File: src/hdl/pps_pkg.sv
// Shared types and constants of the priority scheduler
package pps_pkg;

	typedef struct packed {
		logic [15:0] arrival;
		logic [15:0] remaining;
		logic [15:0] burst;
		logic [7:0]  prio;
	} entry_t;

	localparam int ENTRY_W = $bits(entry_t);

	typedef struct packed {
		logic clear;
		logic valid;
	} pick_ctl_t;

	localparam logic ACT_LOAD = 1'b0;
	localparam logic ACT_TICK = 1'b1;

	localparam logic [31:0] TIME_MAX = 32'hFFFF_FFFF;

endpackage

File: src/hdl/pps_ram.sv
// Generic simple dual-port RAM with registered read
module pps_ram #(
	parameter int WIDTH = 8,
	parameter int DEPTH = 16,
	localparam int AW = (DEPTH > 1) ? $clog2(DEPTH) : 1
) (
	input  logic             clk,
	input  logic             we,
	input  logic [AW-1:0]    waddr,
	input  logic [WIDTH-1:0] wdata,
	input  logic             re,
	input  logic [AW-1:0]    raddr,
	output logic [WIDTH-1:0] rdata
);

	logic [WIDTH-1:0] mem [DEPTH];
	logic [WIDTH-1:0] rdata_q;

	always_ff @(posedge clk) begin
		if (we)
			mem[waddr] <= wdata;
		if (re)
			rdata_q <= mem[raddr];
	end

	assign rdata = rdata_q;

endmodule

File: src/hdl/pps_pick.sv
// Running best-candidate selection over the job table scan
module pps_pick import pps_pkg::*; #(
	parameter int IW = 4
) (
	input  logic          clk,
	input  logic          arst_n,
	input  pick_ctl_t     ctl,
	input  entry_t        rd_entry,
	input  logic [IW-1:0] rd_idx,
	input  logic [31:0]   now,
	output logic          have,
	output entry_t        best,
	output logic [IW-1:0] best_idx
);

	logic   have_q;
	entry_t best_q;
	logic [IW-1:0] best_idx_q;
	logic   elig;
	logic   better;

	assign elig = ({16'b0, rd_entry.arrival} <= now) && (rd_entry.remaining != 16'd0);
	// strict compares: on a full tie the earlier slot stays
	assign better = !have_q || (rd_entry.prio < best_q.prio) ||
		((rd_entry.prio == best_q.prio) && (rd_entry.arrival < best_q.arrival));

	always_ff @(posedge clk or negedge arst_n) begin
		if (!arst_n) begin
			have_q <= 1'b0;
		end else if (ctl.clear) begin
			have_q <= 1'b0;
		end else if (ctl.valid && elig && better) begin
			have_q <= 1'b1;
		end
	end

	always_ff @(posedge clk) begin
		if (!ctl.clear && ctl.valid && elig && better) begin
			best_q     <= rd_entry;
			best_idx_q <= rd_idx;
		end
	end

	assign have     = have_q;
	assign best     = best_q;
	assign best_idx = best_idx_q;

endmodule

File: src/hdl/preemptive_priority_scheduler.sv
// Preemptive priority scheduler: job table in RAM, scan-and-update sequencer
//
// Requests enter on start while busy is low; action selects load or tick.
// A load writes one job into the next free table slot and answers the cycle
// after it is taken and leaves the sequencer idle for the next request; a zero
// burst or a full table is flagged in load_rejected and changes nothing.
// A tick reads the table one slot per cycle through the RAM's single read
// port, keeping the best candidate, then writes the chosen job's remaining
// service back in the update state. A tick with no completion answers from
// there; a completing tick goes on through the turnaround, waiting and
// running-total arithmetic states before it answers.
// Each result shows for one cycle under result_valid; the receiver cannot
// stall, so there is no holding stage. busy stays high from the cycle after
// a tick is taken until its result appears.
// Reset clears counters, time and totals; the table itself is not cleared,
// only slots below the loaded count are ever read.
module preemptive_priority_scheduler import pps_pkg::*; #(
	parameter int MAX_PROCS = 16
) (
	input  logic        clk,
	input  logic        arst_n,
	input  logic        start,
	output logic        busy,
	input  logic        action,
	input  logic [15:0] arrival_time,
	input  logic [15:0] burst_time,
	input  logic [7:0]  job_priority,
	output logic        result_valid,
	output logic        load_rejected,
	output logic        ran,
	output logic [4:0]  job_number,
	output logic [31:0] time_now,
	output logic        finished,
	output logic [31:0] completion_time,
	output logic [31:0] turnaround,
	output logic [31:0] waiting,
	output logic        all_done,
	output logic [31:0] total_turnaround,
	output logic [31:0] total_waiting
);

	localparam int IW = (MAX_PROCS > 1) ? $clog2(MAX_PROCS) : 1;
	localparam int CW = $clog2(MAX_PROCS + 1);

	typedef enum logic [2:0] {
		ST_IDLE, ST_SCAN, ST_UPD, ST_TAT, ST_WAIT, ST_SUM
	} state_t;

	state_t state_q;

	logic [CW-1:0] loaded_q, completed_q, scan_cnt_q;
	logic [31:0]   time_q, sum_tat_q, sum_wait_q, tat_q, wait_q;
	logic          rd_vld_s1;
	logic [IW-1:0] rd_idx_s1;

	logic        res_valid_q, rej_q, ran_q, fin_q, all_done_q;
	logic [4:0]  job_q;
	logic [31:0] time_out_q, ct_q, tat_out_q, wait_out_q, tot_tat_q, tot_wait_q;

	logic          accept, load_ok, issue_rd, ram_we, res_fire;
	logic [IW-1:0] ram_waddr;
	entry_t        ram_wdata, new_entry, upd_entry, rd_entry, best;
	logic [ENTRY_W-1:0] ram_rdata;
	logic          have;
	logic [IW-1:0] best_idx;
	pick_ctl_t     pick_ctl;
	logic [31:0]   time_inc;
	logic [15:0]   rem_dec;
	logic [IW:0]   job_full;
	logic [32:0]   wait_diff, tat_sum, wait_sum;
	logic [31:0]   wait_val, tat_sat, wait_sat;

	assign busy     = (state_q != ST_IDLE);
	assign accept   = start && !busy;
	assign load_ok  = (burst_time != 16'd0) && (loaded_q != CW'(MAX_PROCS));
	assign issue_rd = (state_q == ST_SCAN) && (scan_cnt_q != loaded_q);

	assign new_entry = '{arrival: arrival_time, remaining: burst_time,
		burst: burst_time, prio: job_priority};
	assign rem_dec   = best.remaining - 16'd1;
	always_comb begin
		upd_entry = best;
		upd_entry.remaining = rem_dec;
	end

	// loads write only from idle, updates only after the scan, so a read and
	// a write never meet on the same slot
	assign ram_we    = (accept && (action == ACT_LOAD) && load_ok) ||
		((state_q == ST_UPD) && have);
	assign ram_waddr = (state_q == ST_UPD) ? best_idx : loaded_q[IW-1:0];
	assign ram_wdata = (state_q == ST_UPD) ? upd_entry : new_entry;
	assign rd_entry  = entry_t'(ram_rdata);

	assign pick_ctl = '{clear: accept && (action == ACT_TICK), valid: rd_vld_s1};

	// result strobe: a load, a tick that finishes nothing, or the last sum step
	assign res_fire = (accept && (action == ACT_LOAD)) ||
		((state_q == ST_UPD) && !(have && (rem_dec == 16'd0))) ||
		(state_q == ST_SUM);

	assign time_inc = (time_q == TIME_MAX) ? time_q : time_q + 32'd1;
	assign job_full = {1'b0, best_idx} + (IW+1)'(1);

	assign wait_diff = {1'b0, tat_q} - {17'b0, best.burst};
	assign wait_val  = wait_diff[32] ? 32'd0 : wait_diff[31:0];
	assign tat_sum   = {1'b0, sum_tat_q} + {1'b0, tat_q};
	assign tat_sat   = tat_sum[32] ? TIME_MAX : tat_sum[31:0];
	assign wait_sum  = {1'b0, sum_wait_q} + {1'b0, wait_q};
	assign wait_sat  = wait_sum[32] ? TIME_MAX : wait_sum[31:0];

	pps_ram #(
		.WIDTH(ENTRY_W),
		.DEPTH(MAX_PROCS)
	) u_table (
		.clk  (clk),
		.we   (ram_we),
		.waddr(ram_waddr),
		.wdata(ram_wdata),
		.re   (issue_rd),
		.raddr(scan_cnt_q[IW-1:0]),
		.rdata(ram_rdata)
	);

	pps_pick #(
		.IW(IW)
	) u_pick (
		.clk     (clk),
		.arst_n  (arst_n),
		.ctl     (pick_ctl),
		.rd_entry(rd_entry),
		.rd_idx  (rd_idx_s1),
		.now     (time_q),
		.have    (have),
		.best    (best),
		.best_idx(best_idx)
	);

	always_ff @(posedge clk or negedge arst_n) begin
		if (!arst_n) begin
			state_q     <= ST_IDLE;
			loaded_q    <= '0;
			completed_q <= '0;
			scan_cnt_q  <= '0;
			time_q      <= '0;
			sum_tat_q   <= '0;
			sum_wait_q  <= '0;
			tat_q       <= '0;
			wait_q      <= '0;
			rd_vld_s1   <= 1'b0;
			rd_idx_s1   <= '0;
			res_valid_q <= 1'b0;
			rej_q       <= 1'b0;
			ran_q       <= 1'b0;
			fin_q       <= 1'b0;
			all_done_q  <= 1'b0;
			job_q       <= '0;
			time_out_q  <= '0;
			ct_q        <= '0;
			tat_out_q   <= '0;
			wait_out_q  <= '0;
			tot_tat_q   <= '0;
			tot_wait_q  <= '0;
		end else begin
			res_valid_q <= res_fire;
			rd_vld_s1   <= issue_rd;
			rd_idx_s1   <= scan_cnt_q[IW-1:0];
			unique case (state_q)
				ST_IDLE: begin
					if (accept) begin
						if (action == ACT_LOAD) begin
							rej_q       <= !load_ok;
							ran_q       <= 1'b0;
							job_q       <= '0;
							time_out_q  <= time_q;
							fin_q       <= 1'b0;
							ct_q        <= '0;
							tat_out_q   <= '0;
							wait_out_q  <= '0;
							all_done_q  <= load_ok ? (completed_q == loaded_q + CW'(1)) :
								(completed_q == loaded_q);
							tot_tat_q   <= sum_tat_q;
							tot_wait_q  <= sum_wait_q;
							if (load_ok)
								loaded_q <= loaded_q + CW'(1);
						end else begin
							scan_cnt_q <= '0;
							state_q    <= ST_SCAN;
						end
					end
				end
				ST_SCAN: begin
					if (issue_rd)
						scan_cnt_q <= scan_cnt_q + CW'(1);
					else if (!rd_vld_s1)
						state_q <= ST_UPD;
				end
				ST_UPD: begin
					time_q <= time_inc;
					if (have && (rem_dec == 16'd0)) begin
						state_q <= ST_TAT;
					end else begin
						rej_q       <= 1'b0;
						ran_q       <= have;
						job_q       <= have ? 5'(job_full) : 5'd0;
						time_out_q  <= time_inc;
						fin_q       <= 1'b0;
						ct_q        <= '0;
						tat_out_q   <= '0;
						wait_out_q  <= '0;
						all_done_q  <= (completed_q == loaded_q);
						tot_tat_q   <= sum_tat_q;
						tot_wait_q  <= sum_wait_q;
						state_q     <= ST_IDLE;
					end
				end
				ST_TAT: begin
					tat_q   <= time_q - {16'b0, best.arrival};
					state_q <= ST_WAIT;
				end
				ST_WAIT: begin
					wait_q    <= wait_val;
					sum_tat_q <= tat_sat;
					state_q   <= ST_SUM;
				end
				ST_SUM: begin
					sum_wait_q  <= wait_sat;
					completed_q <= completed_q + CW'(1);
					rej_q       <= 1'b0;
					ran_q       <= 1'b1;
					job_q       <= 5'(job_full);
					time_out_q  <= time_q;
					fin_q       <= 1'b1;
					ct_q        <= time_q;
					tat_out_q   <= tat_q;
					wait_out_q  <= wait_q;
					all_done_q  <= (completed_q + CW'(1) == loaded_q);
					tot_tat_q   <= sum_tat_q;
					tot_wait_q  <= wait_sat;
					state_q     <= ST_IDLE;
				end
				default: state_q <= ST_IDLE;
			endcase
		end
	end

	assign result_valid     = res_valid_q;
	assign load_rejected    = rej_q;
	assign ran              = ran_q;
	assign job_number       = job_q;
	assign time_now         = time_out_q;
	assign finished         = fin_q;
	assign completion_time  = ct_q;
	assign turnaround       = tat_out_q;
	assign waiting          = wait_out_q;
	assign all_done         = all_done_q;
	assign total_turnaround = tot_tat_q;
	assign total_waiting    = tot_wait_q;

endmodule

File: config.mk
export PLATFORM = sky130hd
export DESIGN_NAME = preemptive_priority_scheduler
export DESIGN_NICKNAME = d
export VERILOG_FILES = /design/src/hdl/pps_pkg.sv /design/src/hdl/pps_ram.sv /design/src/hdl/pps_pick.sv /design/src/hdl/preemptive_priority_scheduler.sv
export SDC_FILE = /design/constraint.sdc
export NUM_CORES = 2
export LEC_CHECK = 0
export CAP_MARGIN = 20
export CORE_ASPECT_RATIO = 2
export CORE_MARGIN = 2
export CORE_UTILIZATION = 65
export CTS_CLUSTER_DIAMETER = 80
export DETAILED_ROUTE_END_ITERATION = 6
export DONT_BUFFER_PORTS = 1
export HOLD_SLACK_MARGIN = 0.1
export MAX_ROUTING_LAYER = met4
export PLACE_DENSITY = 0.84
export SKIP_CTS_REPAIR_TIMING = 1
export SYNTH_ARGS = -nofsm -noshare
export SYNTH_HDL_FRONTEND = slang
export SYNTH_SLANG_ARGS = --single-unit
File: constraint.sdc
create_clock -name clk -period 14.59 [get_ports clk]
set_input_delay 2.1885 -clock clk [delete_from_list [all_inputs] [get_ports clk]]
set_output_delay 2.1885 -clock clk [all_outputs]
set_load 0.01 [all_outputs]
## After elaboration in Yosys (flattened, before gate mapping)

Memories as Yosys holds them, arrays and structs flattened. A register that Yosys moved wholly into a read port is not among the register bits.
Index checks and enable logic that the tools add are counted.

| word-level totals | value |
|---|---|
| input bits | 44 |
| latch bits | 0 |
| bits in registers | 446 |
| output and inout bits | 203 |
| RAM bits | 896 |
| ROM bits | 0 |
| memories | 1 |
| logic and storage cells | 158 |

Memory list:

| memory | depth | bits a word | read ports | clocked after memory_dff | wr ports | line | source |
|---|---|---|---|---|---|---|---|
| u_table.mem | 16 | 56 | 1 | 1 | 1 | pps_ram.sv:16 | `logic [WIDTH-1:0] mem [DEPTH];` |

| cells by class | value |
|---|---|
| divide/modulo/power cells | 0 |
| bitwise gates (word level) | 1 |
| mux-type cells | 57 |
| shifts and indexed selects | 0 |
| add/sub/neg operators | 10 |
| $mul | 0 |
| order comparisons | 3 |
| reductions and logical operators | 38 |
| eq/ne operators | 19 |

Operator list:

| operator | count |
|---|---|
| 32-bit one-hot mux with 3 select lines | 6 |
| 32-bit two-way mux | 16 |
| 32-bit by 32-bit adder with 33-bit output | 2 |
| 56-bit two-way mux | 1 |
| 5-bit two-way mux | 7 |
| 32-bit by 16-bit subtractor with 33-bit output | 1 |
| 32-bit by 1-bit adder with 32-bit output, second input constant | 1 |
| 32-bit == test, second input constant | 1 |
| 16-bit by 32-bit <= comparator with 1-bit output | 1 |
| 16-bit nonzero test | 2 |
| 32-bit by 16-bit subtractor with 32-bit output | 1 |
| 1-bit logical AND | 16 |
| 16-bit zero test | 1 |
| 16-bit less-than comparator | 1 |
| 4-bit AND reduction | 4 |
| 16-bit by 1-bit subtractor with 16-bit output, second input constant | 1 |
| 5-bit by 1-bit adder with 5-bit output, second input constant | 3 |
| 5-bit == test | 3 |
| 3-bit one-hot mux with 5 select lines | 1 |
| 5-bit one-hot mux with 3 select lines | 1 |
| 1-bit two-way mux | 14 |
| 2-bit != test, second input constant | 7 |
| 3-bit two-way mux | 4 |
| 1-bit one-hot mux with 3 select lines | 4 |
| other kinds (17) | 29 |

## Logic depth before layout (Yosys ltp)

| depth | value |
|---|---|
| depth after elaboration | 8 |
| depth in mapped cells | 14 |
| mapped depth without buffers | 12 |

## Modules after synthesis

A second synthesis with hierarchy kept.

| unflattened totals | value |
|---|---|
| cell total of the unflattened synthesis | 3,800 |
| area total of the unflattened synthesis | 59,314.4 µm² |

By module, submodules not included:

| module | seq. area each (µm²) | area an instance (µm²) | cells each | instances |
|---|---|---|---|---|
| pps_ram | 28,587.4 | 35,238.8 | 1,445 | 1 |
| preemptive_priority_scheduler | 9,634.2 | 21,135.3 | 2,141 | 1 |
| pps_pick | 1,826.8 | 2,940.3 | 214 | 1 |

## Least setup slack after synthesis

Ideal clock, no wire load.

| timing | value |
|---|---|
| path kind | input port to flip-flop |
| from | in start |
| to | reg u_pick.best_q (netlist bit u_pick.best[0]), enable pin |
| data required time | 14.038 ns |
| cell stages on the path | 4 |
| data arrival time | 6.652 ns |
| setup slack | 7.386 ns |
| cell sequence | nand3_1 -> nand3_1 -> a21o_1 -> nor3_1 |

| between the ends | value |
|---|---|
| word-level cells in the longest chain between the ends | 6 |

Ends and longest elaborated chain:

| item | line | source |
|---|---|---|
| start, declared | preemptive_priority_scheduler.sv:22 | `input logic start,` |
| 1-bit logical AND | preemptive_priority_scheduler.sv:74 | `assign accept = start && !busy;` |
| 1-bit logical AND | preemptive_priority_scheduler.sv:94 | `assign pick_ctl = '{clear: accept && (action == ACT_TICK), valid: rd_vld_s1};` |
| 1-bit zero test | pps_pick.sv:38 | `if (!ctl.clear && ctl.valid && elig && better) begin` |
| 1-bit logical AND (3 in a row) | pps_pick.sv:38 |  |
| end signal, assigned | pps_pick.sv:39 | `best_q <= rd_entry;` |
| end, declared | pps_pick.sv:17 | `entry_t best_q;` |

No other way between the ends.
A chain may end at the register's enable or synchronous reset.

## Final worst setup path

| timing | value |
|---|---|
| from | in burst_time[4] |
| to | mem u_table.mem[3][50] (netlist name), enable pin |

| between the ends | value |
|---|---|
| word-level cells in the longest chain between the ends | 6 |

Ends and longest elaborated chain:

| item | line | source |
|---|---|---|
| start, declared | preemptive_priority_scheduler.sv:26 | `input logic [15:0] burst_time,` |
| 16-bit nonzero test | preemptive_priority_scheduler.sv:75 | `assign load_ok = (burst_time != 16'd0) && (loaded_q != CW'(MAX_PROCS));` |
| 1-bit logical AND | preemptive_priority_scheduler.sv:75 |  |
| 1-bit logical AND | preemptive_priority_scheduler.sv:88 | `assign ram_we = (accept && (action == ACT_LOAD) && load_ok) \|\|` |
| 1-bit logical OR | preemptive_priority_scheduler.sv:88 |  |
| 1-bit two-way mux | pps_ram.sv:20 | `if (we)` |
| 1-bit two-way mux (not written as such) | pps_ram.sv:21 | `mem[waddr] <= wdata;` |
| end, declared | pps_ram.sv:16 |  |

No other way between the ends.

==> impl_metrics.toml <==
[power_and_ir_drop]
p_clk_share_pct = 23.6
comb_power_share_pct = 33.9
p_leak_uw = 0.02354
p_switching_uw = 5038
p_sw_share_pct = 35.49
p_per_area_nw_per_um2 = 218.0
internal_power_uw = 9159
seq_power_share_pct = 42.5
peakVddDrop_mv = 0.2018

[min_path]
hold_class = "flip-flop to flip-flop"

[grt]
grt_pass1_wl_um = 231700
overflow = 0
grt_use_total_pct = 35.23
antenna_found_initial = 4
grt_pass1_vias = 35719
grt_max_degree = 387

[synth]
yosys.cell_types.count = 76
synth_top_area_share_pct = 51.36
synth_top_cell_by_area = "edfxtp_1"
synth-main-ff-cell = "edfxtp_1"
synth_seq_cells = 1398
synth_nets = 3887
yosys-top-cells-area = "edfxtp_1, dfrtp_1, mux4_2"
ys_warn_count = 0
synth_area_sq_um = 59170
synthCells = 3696
ys_seq_area_share_pct = 67.68
syn-mean-instance-area_sq_um = 16.01
async_flop_share_pct = 27.61
synth_edf_count = 1012

[place]
pre_cts_ws_ns = 8.837
port_buffers = 0
dpl-instance-area_sq_um = 60840
post-dp-hpwl_um = 94870
place_inst = 4795
gp_congestion = 0.9718

[detailed_routing]
drcViolationCount = 0
wl_per_cell_um = 31.20
num_vias = 34828
first_pass_iters = 6
routed_via_density = 6.930
wl_um = 156800
first_iter_violations = 3929
ant_nets = 0

[critical_path]
arrival_ns = 5.48
cp-end-kind = "flip-flop"
critPathMaxFanout = 32
crit_type = "input pin to flip-flop"
cp.required_ns = 14.96
start_kind = "input pin"

[cells_and_area]
largest_reg_flops = 896
nNetsFinal = 3930
final_common_cell = "edfxtp_1"
drive_above_1_share_pct = 17.86
regMostFlops = "u_table.mem"
fin_area_sq_um = 65110
layout_common_cells = "edfxtp_1, dfrtp_1, mux4_2, nor2_1, nand2_1"
utilization_pct = 72.05
area_delta_synth_final_pct = 10.04
stdcell_count = 5026

[sta]
finalSetupViolCount = 0
fin_crit_sh_pct = 35.03
timing.final.ws_setup_ns = 9.479
setup_tns_ns = 0
slew_viol_final = 0
relSlewSlack_pct = 23.58
tightest_slew_ns = 1.141
rsz0062_at_grt = "false"
fin_skew_ns = 0.03096
fin_crit_ns = 5.111
hold_violations = 0
max_freq_mhz = 195.6

[floorplan]
initial_core_util_pct = 65.47
fp.dieW_um = 217.3
core.rowCount = 156
fp.dieArea_sq_um = 93610
io_pins = 247
fp.coreArea_sq_um = 90370
die_y_um = 430.7

[cts]
cts_max_path_buffers = 3
cts.sink_count = 1398
root_buffer = "clkbuf_16"
htree_num_levels = 3
cts_tree = "done"
clkSlewWorstSetupHoldPaths_ns = 0.07
cts_buffers = 112
clk_latency_ns = 0.75

[outcome]
status = "completed"

[job]
drv_cap = 0
final cells by class:
| cell class | count | area [sq um] |
|---|---|---|
| Clock buffer | 134 | 3017 |
| Timing Repair Buffer | 101 | 872.1 |
| Tap cell | 1185 | 1483 |
| Sequential cell | 1398 | 40060 |
| Inverter | 100 | 377.9 |
| Multi-Input combinational cell | 2026 | 18230 |
| Antenna cell | 6 | 15.01 |
| Fill cell | 5285 | 25260 |
| Clock inverter | 76 | 1059 |
cell families after synthesis:
group / Yosys count / synth area share (%)
adder cells (fa/ha/maj): 147 / 3.159
AND/OR/NAND/NOR: 727 / 5.802
multiplexers: 360 / 12.16
flip-flops: 1398 / 67.68
AO/OA/AOI/OAI: 619 / 6.847
XOR/XNOR: 173 / 2.561
buffers and inverters: 272 / 1.787
critical path: stages:
cell	delay, ns
nor4_1	0.03
and4_1	0.27
a41oi_1	0.41
and3_1	0.43
a32oi_1	0.16
or2_2	0.46
nor2_4	0.81
buf_4	0.67
per-layer routing:
layer,vias to the layer above,GRT usage [%],part of all wire (%)
met5,-,-,0
met4,0,20.64,6.6
met3,554,7.506,8.7
met2,2126,58.82,52
met1,17740,38.98,33
li1,14408,-,-
power by group through the flow:
stage / combinational, uW / clock [uW] / sequential, uW
after floorplan: 3610 / 0 / 5670
after global placement: 4530 / 0 / 6040
after detailed placement: 4680 / 0 / 6070
after CTS: 4770 / 3370 / 6000
after global routing: 5220 / 3500 / 6070
final: 4820 / 3350 / 6030
per-stage QoR:
step           power [uW]  hold WS (ns)
3_3_place_gp        10570        0.4010
5_1_grt             14790        0.4191
6_report            14200        0.4191
4_1_cts             14140        0.4044
3_5_place_dp        10760        0.4052
2_1_floorplan        9278        0.3519
Yosys cell counts, drive strengths merged, types with 8 or more instances:
cell,number
o31ai,12
a211oi,15
o21bai,10
buf,49
a31oi,20
a221oi,8
dfrtp,386
or3,17
mux2,71
or2,8
inv,100
and2,12
edfxtp,1012
xnor2,107
nor2b,22
nand2b,21
o21ai,170
nand2,204
nor2,234
xor2,66
and3,19
mux2i,9
mux4,280
nor3,49
a21o,51
nand3,43
o21a,17
nand4,37
a21oi,146
nor4,28
a22o,99
ha,143
clkbuf,123
nand3b,10
path summary, 6_finish.rpt:
path	startpoint	to	slack, ns	depth (start not counted)
max	burst_time[4]	u_table.mem[3][50]	9.48	8
min	u_table.rdata[14]	u_pick.best[14]	0.42	0
max reg2reg	u_pick.best[24]	total_waiting[18]	9.95	11
min reg2reg	u_table.rdata[14]	u_pick.best[14]	0.42	0
max in group asynchronous	arst_n	total_turnaround[11]	12.55	0
min in group asynchronous	arst_n	total_waiting[19]	1.15	0
No activity file was read; power rests on OpenSTA's default activity.
